File: src/ws_pkg.sv
package ws_pkg;

  // one result item as it sits in the output queue
  typedef struct packed {
    logic [7:0] payload_byte;
    logic [3:0] frame_opcode;
    logic       final_flag;
    logic       error;
    logic       last;
  } result_t;

  // results caused by one accepted byte: a payload item, a status item, or both
  typedef struct packed {
    logic    pay_valid;
    result_t pay;
    logic    stat_valid;
    result_t stat;
  } push_t;

  localparam logic [3:0] OPCODE_CLOSE = 4'd8;
  localparam logic [6:0] LEN_EXT16    = 7'd126;
  localparam logic [6:0] LEN_EXT64    = 7'd127;

  localparam logic [1:0] FORM_SHORT = 2'd0;
  localparam logic [1:0] FORM_16    = 2'd1;
  localparam logic [1:0] FORM_64    = 2'd2;

  localparam logic [3:0] EXT16_BYTES     = 4'd2;
  localparam logic [3:0] EXT64_SKIP      = 4'd4;
  localparam logic [3:0] EXT64_BYTES     = 4'd8;
  localparam logic [3:0] KEY_LEN_BYTES   = 4'd4;

endpackage

File: src/ws_parse.sv
module ws_parse (
  input  logic            clk,
  input  logic            rst,
  input  logic            in_fire,
  input  logic [7:0]      data_byte,
  input  logic            frame_end,
  output ws_pkg::push_t   push
);

  typedef enum logic [2:0] {
    PH_FIRST,
    PH_SECOND,
    PH_EXT16,
    PH_EXT64,
    PH_KEY,
    PH_PAYLOAD,
    PH_DONE
  } phase_t;

  phase_t      parse_phase, parse_phase_next;
  logic [3:0]  header_byte_count, header_byte_count_next;
  logic [3:0]  opcode_reg, opcode_reg_next;
  logic        fin_reg, fin_reg_next;
  logic        masked_reg, masked_reg_next;
  logic [1:0]  length_form, length_form_next;
  logic [31:0] remaining_length, remaining_length_next;
  logic [31:0] unmask_key, unmask_key_next;
  logic [1:0]  mask_index, mask_index_next;

  always_comb begin
    logic [6:0] code;
    logic [7:0] key_byte;
    logic       length_done;
    logic       err;

    parse_phase_next       = parse_phase;
    header_byte_count_next = header_byte_count;
    opcode_reg_next        = opcode_reg;
    fin_reg_next           = fin_reg;
    masked_reg_next        = masked_reg;
    length_form_next       = length_form;
    remaining_length_next  = remaining_length;
    unmask_key_next        = unmask_key;
    mask_index_next        = mask_index;
    push                   = '0;
    code                   = data_byte[6:0];
    length_done            = 1'b0;
    err                    = 1'b0;

    case (mask_index)
      2'd0:    key_byte = unmask_key[31:24];
      2'd1:    key_byte = unmask_key[23:16];
      2'd2:    key_byte = unmask_key[15:8];
      default: key_byte = unmask_key[7:0];
    endcase

    case (parse_phase)
      PH_FIRST: begin
        fin_reg_next     = data_byte[7];
        opcode_reg_next  = data_byte[3:0];
        parse_phase_next = PH_SECOND;
      end
      PH_SECOND: begin
        masked_reg_next        = data_byte[7];
        remaining_length_next  = '0;
        header_byte_count_next = '0;
        if (code == ws_pkg::LEN_EXT16) begin
          length_form_next = ws_pkg::FORM_16;
          parse_phase_next = PH_EXT16;
        end else if (code == ws_pkg::LEN_EXT64) begin
          length_form_next = ws_pkg::FORM_64;
          parse_phase_next = PH_EXT64;
        end else begin
          length_form_next      = ws_pkg::FORM_SHORT;
          remaining_length_next = {25'd0, code};
          length_done           = 1'b1;
        end
      end
      PH_EXT16: begin
        remaining_length_next  = {remaining_length[23:0], data_byte};
        header_byte_count_next = header_byte_count + 4'd1;
        if (header_byte_count_next >= ws_pkg::EXT16_BYTES) length_done = 1'b1;
      end
      PH_EXT64: begin
        // upper four length bytes are skipped
        if (header_byte_count >= ws_pkg::EXT64_SKIP) begin
          remaining_length_next = {remaining_length[23:0], data_byte};
        end
        header_byte_count_next = header_byte_count + 4'd1;
        if (header_byte_count_next >= ws_pkg::EXT64_BYTES) length_done = 1'b1;
      end
      PH_KEY: begin
        unmask_key_next        = {unmask_key[23:0], data_byte};
        header_byte_count_next = header_byte_count + 4'd1;
        if (header_byte_count_next >= ws_pkg::KEY_LEN_BYTES) begin
          header_byte_count_next = '0;
          mask_index_next        = '0;
          parse_phase_next       = (remaining_length == 32'd0) ? PH_DONE : PH_PAYLOAD;
        end
      end
      PH_PAYLOAD: begin
        push.pay_valid              = in_fire;
        push.pay.payload_byte       = masked_reg ? (data_byte ^ key_byte) : data_byte;
        push.pay.frame_opcode       = opcode_reg;
        push.pay.final_flag         = fin_reg;
        push.pay.error              = 1'b0;
        push.pay.last               = 1'b0;
        mask_index_next             = mask_index + 2'd1;
        remaining_length_next       = remaining_length - 32'd1;
        if (remaining_length_next == 32'd0) parse_phase_next = PH_DONE;
      end
      default: begin
      end
    endcase

    if (length_done) begin
      header_byte_count_next = '0;
      if (masked_reg_next) begin
        unmask_key_next  = '0;
        parse_phase_next = PH_KEY;
      end else begin
        mask_index_next  = '0;
        parse_phase_next = (remaining_length_next == 32'd0) ? PH_DONE : PH_PAYLOAD;
      end
    end

    if (frame_end) begin
      err                     = (parse_phase_next != PH_DONE);
      push.stat_valid         = in_fire;
      push.stat.payload_byte  = '0;
      push.stat.frame_opcode  = err ? ws_pkg::OPCODE_CLOSE : opcode_reg_next;
      push.stat.final_flag    = fin_reg_next;
      push.stat.error         = err;
      push.stat.last          = 1'b1;
      parse_phase_next        = PH_FIRST;
      header_byte_count_next  = '0;
      opcode_reg_next         = '0;
      fin_reg_next            = 1'b0;
      masked_reg_next         = 1'b0;
      length_form_next        = ws_pkg::FORM_SHORT;
      remaining_length_next   = '0;
      unmask_key_next         = '0;
      mask_index_next         = '0;
    end
  end

  always_ff @(posedge clk) begin
    if (rst) begin
      parse_phase       <= PH_FIRST;
      header_byte_count <= '0;
      opcode_reg        <= '0;
      fin_reg           <= 1'b0;
      masked_reg        <= 1'b0;
      length_form       <= ws_pkg::FORM_SHORT;
      remaining_length  <= '0;
      unmask_key        <= '0;
      mask_index        <= '0;
    end else if (in_fire) begin
      parse_phase       <= parse_phase_next;
      header_byte_count <= header_byte_count_next;
      opcode_reg        <= opcode_reg_next;
      fin_reg           <= fin_reg_next;
      masked_reg        <= masked_reg_next;
      length_form       <= length_form_next;
      remaining_length  <= remaining_length_next;
      unmask_key        <= unmask_key_next;
      mask_index        <= mask_index_next;
    end
  end

endmodule

File: src/ws_outq.sv
module ws_outq #(
  parameter int DEPTH = 4
) (
  input  logic             clk,
  input  logic             rst,
  input  ws_pkg::push_t    push,
  output logic             room,
  output logic             out_valid,
  input  logic             out_ready,
  output ws_pkg::result_t  head
);

  localparam int PW = (DEPTH > 1) ? $clog2(DEPTH) : 1;
  localparam int CW = $clog2(DEPTH + 1);
  localparam logic [PW-1:0] LAST_PTR = PW'(DEPTH - 1);
  localparam logic [CW-1:0] ROOM_MAX = CW'(DEPTH - 2);

  function automatic logic [PW-1:0] ptr_inc(input logic [PW-1:0] p);
    ptr_inc = (p == LAST_PTR) ? '0 : p + PW'(1);
  endfunction

  ws_pkg::result_t entries [DEPTH];
  logic [PW-1:0]   wr_ptr, rd_ptr;
  logic [CW-1:0]   count;
  logic [1:0]      push_n;
  logic            pop;
  ws_pkg::result_t first_item;
  logic [PW-1:0]   wr_ptr_1;

  assign push_n     = {1'b0, push.pay_valid} + {1'b0, push.stat_valid};
  assign first_item = push.pay_valid ? push.pay : push.stat;
  assign wr_ptr_1   = ptr_inc(wr_ptr);
  assign out_valid  = (count != '0);
  assign pop        = out_valid && out_ready;
  assign head       = entries[rd_ptr];
  // room for a payload item and a status item from the same byte
  assign room       = (count <= ROOM_MAX);

  always_ff @(posedge clk) begin
    if (push_n != 2'd0) entries[wr_ptr] <= first_item;
    if (push_n == 2'd2) entries[wr_ptr_1] <= push.stat;
  end

  always_ff @(posedge clk) begin
    if (rst) begin
      wr_ptr <= '0;
      rd_ptr <= '0;
      count  <= '0;
    end else begin
      case (push_n)
        2'd1:    wr_ptr <= wr_ptr_1;
        2'd2:    wr_ptr <= ptr_inc(wr_ptr_1);
        default: wr_ptr <= wr_ptr;
      endcase
      if (pop) rd_ptr <= ptr_inc(rd_ptr);
      count <= count + CW'(push_n) - CW'(pop);
    end
  end

endmodule

File: src/websocket_frame_parser.sv
// websocket frame deframer
//
// input channel: one frame byte per transfer (data_byte), with frame_end set
// on the last byte of the receive buffer. in_valid/in_ready handshake.
// output channel: one result per transfer. payload bytes come out unmasked
// with the header's opcode and fin bit; the byte that carries frame_end adds
// a status result (last = 1, error = 1 and opcode close on a truncated
// buffer). results of a truncated frame already sent are dropped downstream.
//
// a result is registered in the queue as its byte is accepted. throughput:
// one byte per cycle while in_ready is high; the header parser and unmask
// logic sit between the parser state registers and a small result queue of
// DEPTH entries. in_ready is high while the queue has two free slots, so
// with DEPTH >= 4 a receiver that takes a result every cycle never stalls
// the sender. when the receiver stalls, results collect in the queue and
// in_ready drops once fewer than two slots are free; nothing is lost.
// reset (rst, synchronous) returns the parser to the first header byte and
// empties the queue; a new buffer also starts after every status result.
module websocket_frame_parser #(
  parameter int DEPTH = 4
) (
  input  logic       clk,
  input  logic       rst,
  input  logic       in_valid,
  output logic       in_ready,
  input  logic [7:0] data_byte,
  input  logic       frame_end,
  output logic       out_valid,
  input  logic       out_ready,
  output logic [7:0] payload_byte,
  output logic [3:0] frame_opcode,
  output logic       final_flag,
  output logic       error,
  output logic       last
);

  ws_pkg::push_t   push;    // results caused by the accepted byte
  ws_pkg::result_t head;    // oldest result waiting in the queue
  logic            in_fire;

  assign in_fire = in_valid && in_ready;

  // header state machine and payload unmasking
  ws_parse u_parse (
    .clk       (clk),
    .rst       (rst),
    .in_fire   (in_fire),
    .data_byte (data_byte),
    .frame_end (frame_end),
    .push      (push)
  );

  // result queue, takes up to two results per cycle
  ws_outq #(
    .DEPTH (DEPTH)
  ) u_outq (
    .clk       (clk),
    .rst       (rst),
    .push      (push),
    .room      (in_ready),
    .out_valid (out_valid),
    .out_ready (out_ready),
    .head      (head)
  );

  assign payload_byte = head.payload_byte;
  assign frame_opcode = head.frame_opcode;
  assign final_flag   = head.final_flag;
  assign error        = head.error;
  assign last         = head.last;

endmodule
File: config.mk
export PLATFORM = sky130hd
export DESIGN_NAME = websocket_frame_parser
export DESIGN_NICKNAME = d
export VERILOG_FILES = /design/src/ws_pkg.sv /design/src/ws_parse.sv /design/src/ws_outq.sv /design/src/websocket_frame_parser.sv
export SDC_FILE = /design/constraint.sdc
export NUM_CORES = 1
export LEC_CHECK = 0
export BUFFER_PORTS_ARGS = -buffer_cell sky130_fd_sc_hd__buf_2
export CORE_MARGIN = 1
export CORE_UTILIZATION = 50
export CTS_CLUSTER_DIAMETER = 120
export DETAILED_ROUTE_END_ITERATION = 8
export GPL_ROUTABILITY_DRIVEN = 0
export PLACE_DENSITY = 0.67
export SYNTH_ARGS = -nofsm -noshare
export SYNTH_HDL_FRONTEND = slang
export SYNTH_SLANG_ARGS = --single-unit
File: constraint.sdc
create_clock -name clk -period 8.4 [get_ports clk]
set_input_delay 1.26 -clock clk [delete_from_list [all_inputs] [get_ports clk]]
set_output_delay 1.26 -clock clk [all_outputs]
set_load 0.05 [all_outputs]
==> implementation parameters <==
Parameter                              Value

Setup path
  Total buffers and inverters traversed by the critical path    1
  Largest fanout on the critical path    12
  Signal arrival time at the worst endpoint    4.94 ns
  Cell family contributing the most delay on the critical path    simple AND/OR/NAND/NOR gates
  Sort of element at the end of the critical path    flip-flop
  Critical path depth in cells    12
  Data required time of the worst path    8.56 ns
  Classification of the worst setup path    reg -> reg
  Delay of the slowest cell on the worst path    0.73 ns
  Count of cells along the worst register-to-register path    12
  Cell mode on critical path    nor3_1
  CP max stage cell    nor3_1
  Ordered list of cells on the worst path    inv_1 -> ha_1 -> or3b_2 -> nor3_1 -> nand3_1 -> o311ai_0 -> o311ai_1 -> or4_4 -> nor4_4 -> nor2_1 -> nor3_1 -> a21oi_1
  Critical Path Source Type    flip-flop

Finish
  Registers with the most flip-flops    u_outq.entries x60, u_parse.remaining_length x32, u_parse.unmask_key x32
  Most flops, register    u_outq.entries
  Filler Cell Count    1580
  Number of flip-flops in the largest register    60
  Final cell utilization of the core    56.0%
  Synth-to-Final Area Change    8.14%
  Share of final-layout standard cells stronger than drive strength 1    10.4%
  Final std cells w/o fill    1225
  Final net count    1026

Die
  Die footprint    18000 sq um
  Top-Level Pins    30
  Die extent in y    approximately 130 um
  Core Area    16800 sq um
  Initial cell density of the core    between 50% and 60%
  Rows    47
  Die X    134 um

Global route
  Vias in the first global route    around 7700
  Maximum number of pins on one net before global-route repair    87
  GR Overflow Total    0
  GRT Overall Usage    between 20 and 30%
  Antenna violations before repair    1
  Wire length of the first global-routing pass    40.9 mm

Routing
  DRC violations left    0
  Number of routed nets with antenna violations    0
  Overall via count from detail_route    8098
  Violation count after the first detailed-routing iteration    989
  Wire length per cell after detailed routing    20.6 um
  Total wire length    25.3 mm
  Detailed-route vias per instance    ~6.6
  Number of optimization iterations in the first detailed-route pass    9

Synthesis
  Ys async rst share    0%
  Synthesized net count    1063
  Number of enable flip-flop cells after synthesis    28
  Number of register bits inferred by synthesis    148
  Biggest area contributors in the synthesized netlist    dfxtp_1, edfxtp_1, nor2_1
  Area leader, netlist    dfxtp_1
  Proportion of netlist area held by the largest area contributor    27.6%
  Post-synthesis sequential area ratio    37.2%
  Number of warning messages in the yosys log    0
  Post-synthesis instance total    1028
  Number of different library cells in the post-synthesis netlist    80
  Mean Syn Cell Area    8.47 sq um
  Netlist area before placement    8710 sq um
  Most common flop cell mapped by yosys    dfxtp_1

Job
  Count of max-cap constraint violations    0

Clock tree
  Number of buffers added for setup after CTS    0
  Worst-Skew Late Latency    0.44 ns
  CTS sink count    between 100 and 150
  Clock transition at the registers of the reported paths    0.07 ns
  H-tree depth reported by CTS    4
  Number of clock buffers inserted by TritonCTS    17
  CTS max path bufs    2
  Clock root buffer master    clkbuf_16
  CTS tree    built
  Resized Gates After CTS    0
  Hold bufs inserted after CTS    0

Worst hold path
  Type of the tightest min-delay check    reg -> reg
  Number of instances on the worst hold path    1

Timing
  Final number of max-transition violations    0
  Smallest hold slack    0.478 ns
  Number of hold violations in the final report    0
  Slew of the pin with the lowest slew margin    1.06 ns
  Setup violators final    0
  Timing-limited maximum frequency    0.209 GHz
  Fin crit period    ~4.8 ns
  RSZ-0062 raised after global routing    no
  Worst path setup slack after routing    3.62 ns
  Post-Route Skew    roughly 0.011 ns
  Post-Route Setup TNS    0 ns
  Final period util    a little under three fifths
  Worst slew margin    28.9%

Placement
  Port-buffer cells    29
  Cell total after placement    between 1000 and 1500
  Pre-CTS setup slack    3.75 ns
  DP Wirelength    ~17 mm

Power and ir drop
  Static Leakage    3.50 nW
  PwrDens    210 nW/um^2
  Maximum vdd drop    about 0.15 mV

Status
  Result of the run    finished, final reports clean
==> per-stage QoR <==
step	area [sq um]	power (mW)
3_5_place_dp	8830	1.22
3_3_place_gp	8830	1.22
4_1_cts	9420	1.99
2_1_floorplan	8710	1.12
6_report	9420	1.98
5_1_grt	9420	2.07
==> routing by layer <==
layer	vias up	track usage [%]	part of all wire, %
met1	3791	37.6	42
li1	3780	-	-
met4	0	14.8	4.2
met3	106	5.52	7.9
met5	-	0	0
met2	421	45.7	46
==> area by class of cell <==
class | count | area (sq um) | share of cell area (%)
repair buffers | 38 | 213 | 2.26
diodes | 1 | 2.50 | 0.0266
inverters | 28 | 105 | 1.12
clock buffers | 17 | 425 | 4.52
clock inverters | 15 | 163 | 1.73
multi-input cells | 758 | 4990 | 53.0
flip-flops and latches | 148 | 3240 | 34.4
well taps | 220 | 275 | 2.92
==> final timing paths <==
check	start	end	slack, ns
min reg2reg	u_outq.entries[2][13]$_SDFFE_PP0P_	u_outq.entries[2][13]$_SDFFE_PP0P_	0.48
max reg2reg	u_parse.remaining_length[0]$_SDFFE_PP0P_	u_outq.entries[1][6]$_DFFE_PP_	3.62
max	u_parse.remaining_length[0]$_SDFFE_PP0P_	u_outq.entries[1][6]$_DFFE_PP_	3.62
min	u_outq.entries[2][13]$_SDFFE_PP0P_	u_outq.entries[2][13]$_SDFFE_PP0P_	0.48
==> cell usage after synthesis, types with 7 or more instances <==
master and count:
a211oi_1 9, a21oi_1 51, a221o_1 8, a222oi_1 10
a22o_1 33, a22oi_1 63, a31oi_1 13, a32o_1 13
and2_1 11, and3_1 9, buf_1 9, clkbuf_1 79
dfxtp_1 120, edfxtp_1 28, ha_1 21, inv_1 28
mux4_2 15, nand2_1 93, nand2b_1 11, nand3_1 26
nand4_1 13, nor2_1 133, nor3_1 29, nor4_1 17
o21ai_0 42, or3_1 7, or4_1 8, xnor2_1 10
xor2_1 16
==> cell families after synthesis <==
family	Yosys count	synth area share (%)
muxes	17	4.11
and+or+nand+nor	395	22.3
xor gates and xnor gates	26	2.61
adders and majority gates	22	3.25
DFF	148	37.2
buffers and inverters	122	5.51
AOI/OAI and AO/OA	298	25.0
==> worst register-to-register path, cell delays in order (launching register included) <==
cell and delay, ns:
dfxtp_1 0.41, inv_1 0.14, ha_1 0.29, or3b_2 0.62, nor3_1 0.73, nand3_1 0.13
o311ai_0 0.32, o311ai_1 0.18, or4_4 0.58, nor4_4 0.38, nor2_1 0.12, nor3_1 0.53
a21oi_1 0.08
==> placed cells by master (no fill, tap or decap), types with 11 or more instances in the layout <==
cell / instances
a32o_1: 13
and2_1: 11
mux4_2: 15
nand2_1: 93
a31oi_1: 13
nand3_1: 26
ha_1: 21
o21ai_0: 42
dfxtp_1: 120
nor3_1: 29
a22o_1: 33
buf_2: 29
nor2_1: 132
a21oi_1: 50
nor4_1: 17
nand2b_1: 11
clkbuf_16: 17
a22oi_1: 63
nand4_1: 13
inv_1: 28
edfxtp_1: 28
xor2_1: 16
==> power by group <==
part | total, mW | switching [mW] | leakage (nW) | internal (mW)
clock | 0.770 | 0.348 | 0.293 | 0.422
combinational | 0.428 | 0.290 | 1.98 | 0.138
sequential | 0.785 | 0.0404 | 1.23 | 0.745
Power figures use the tool's default switching activity.
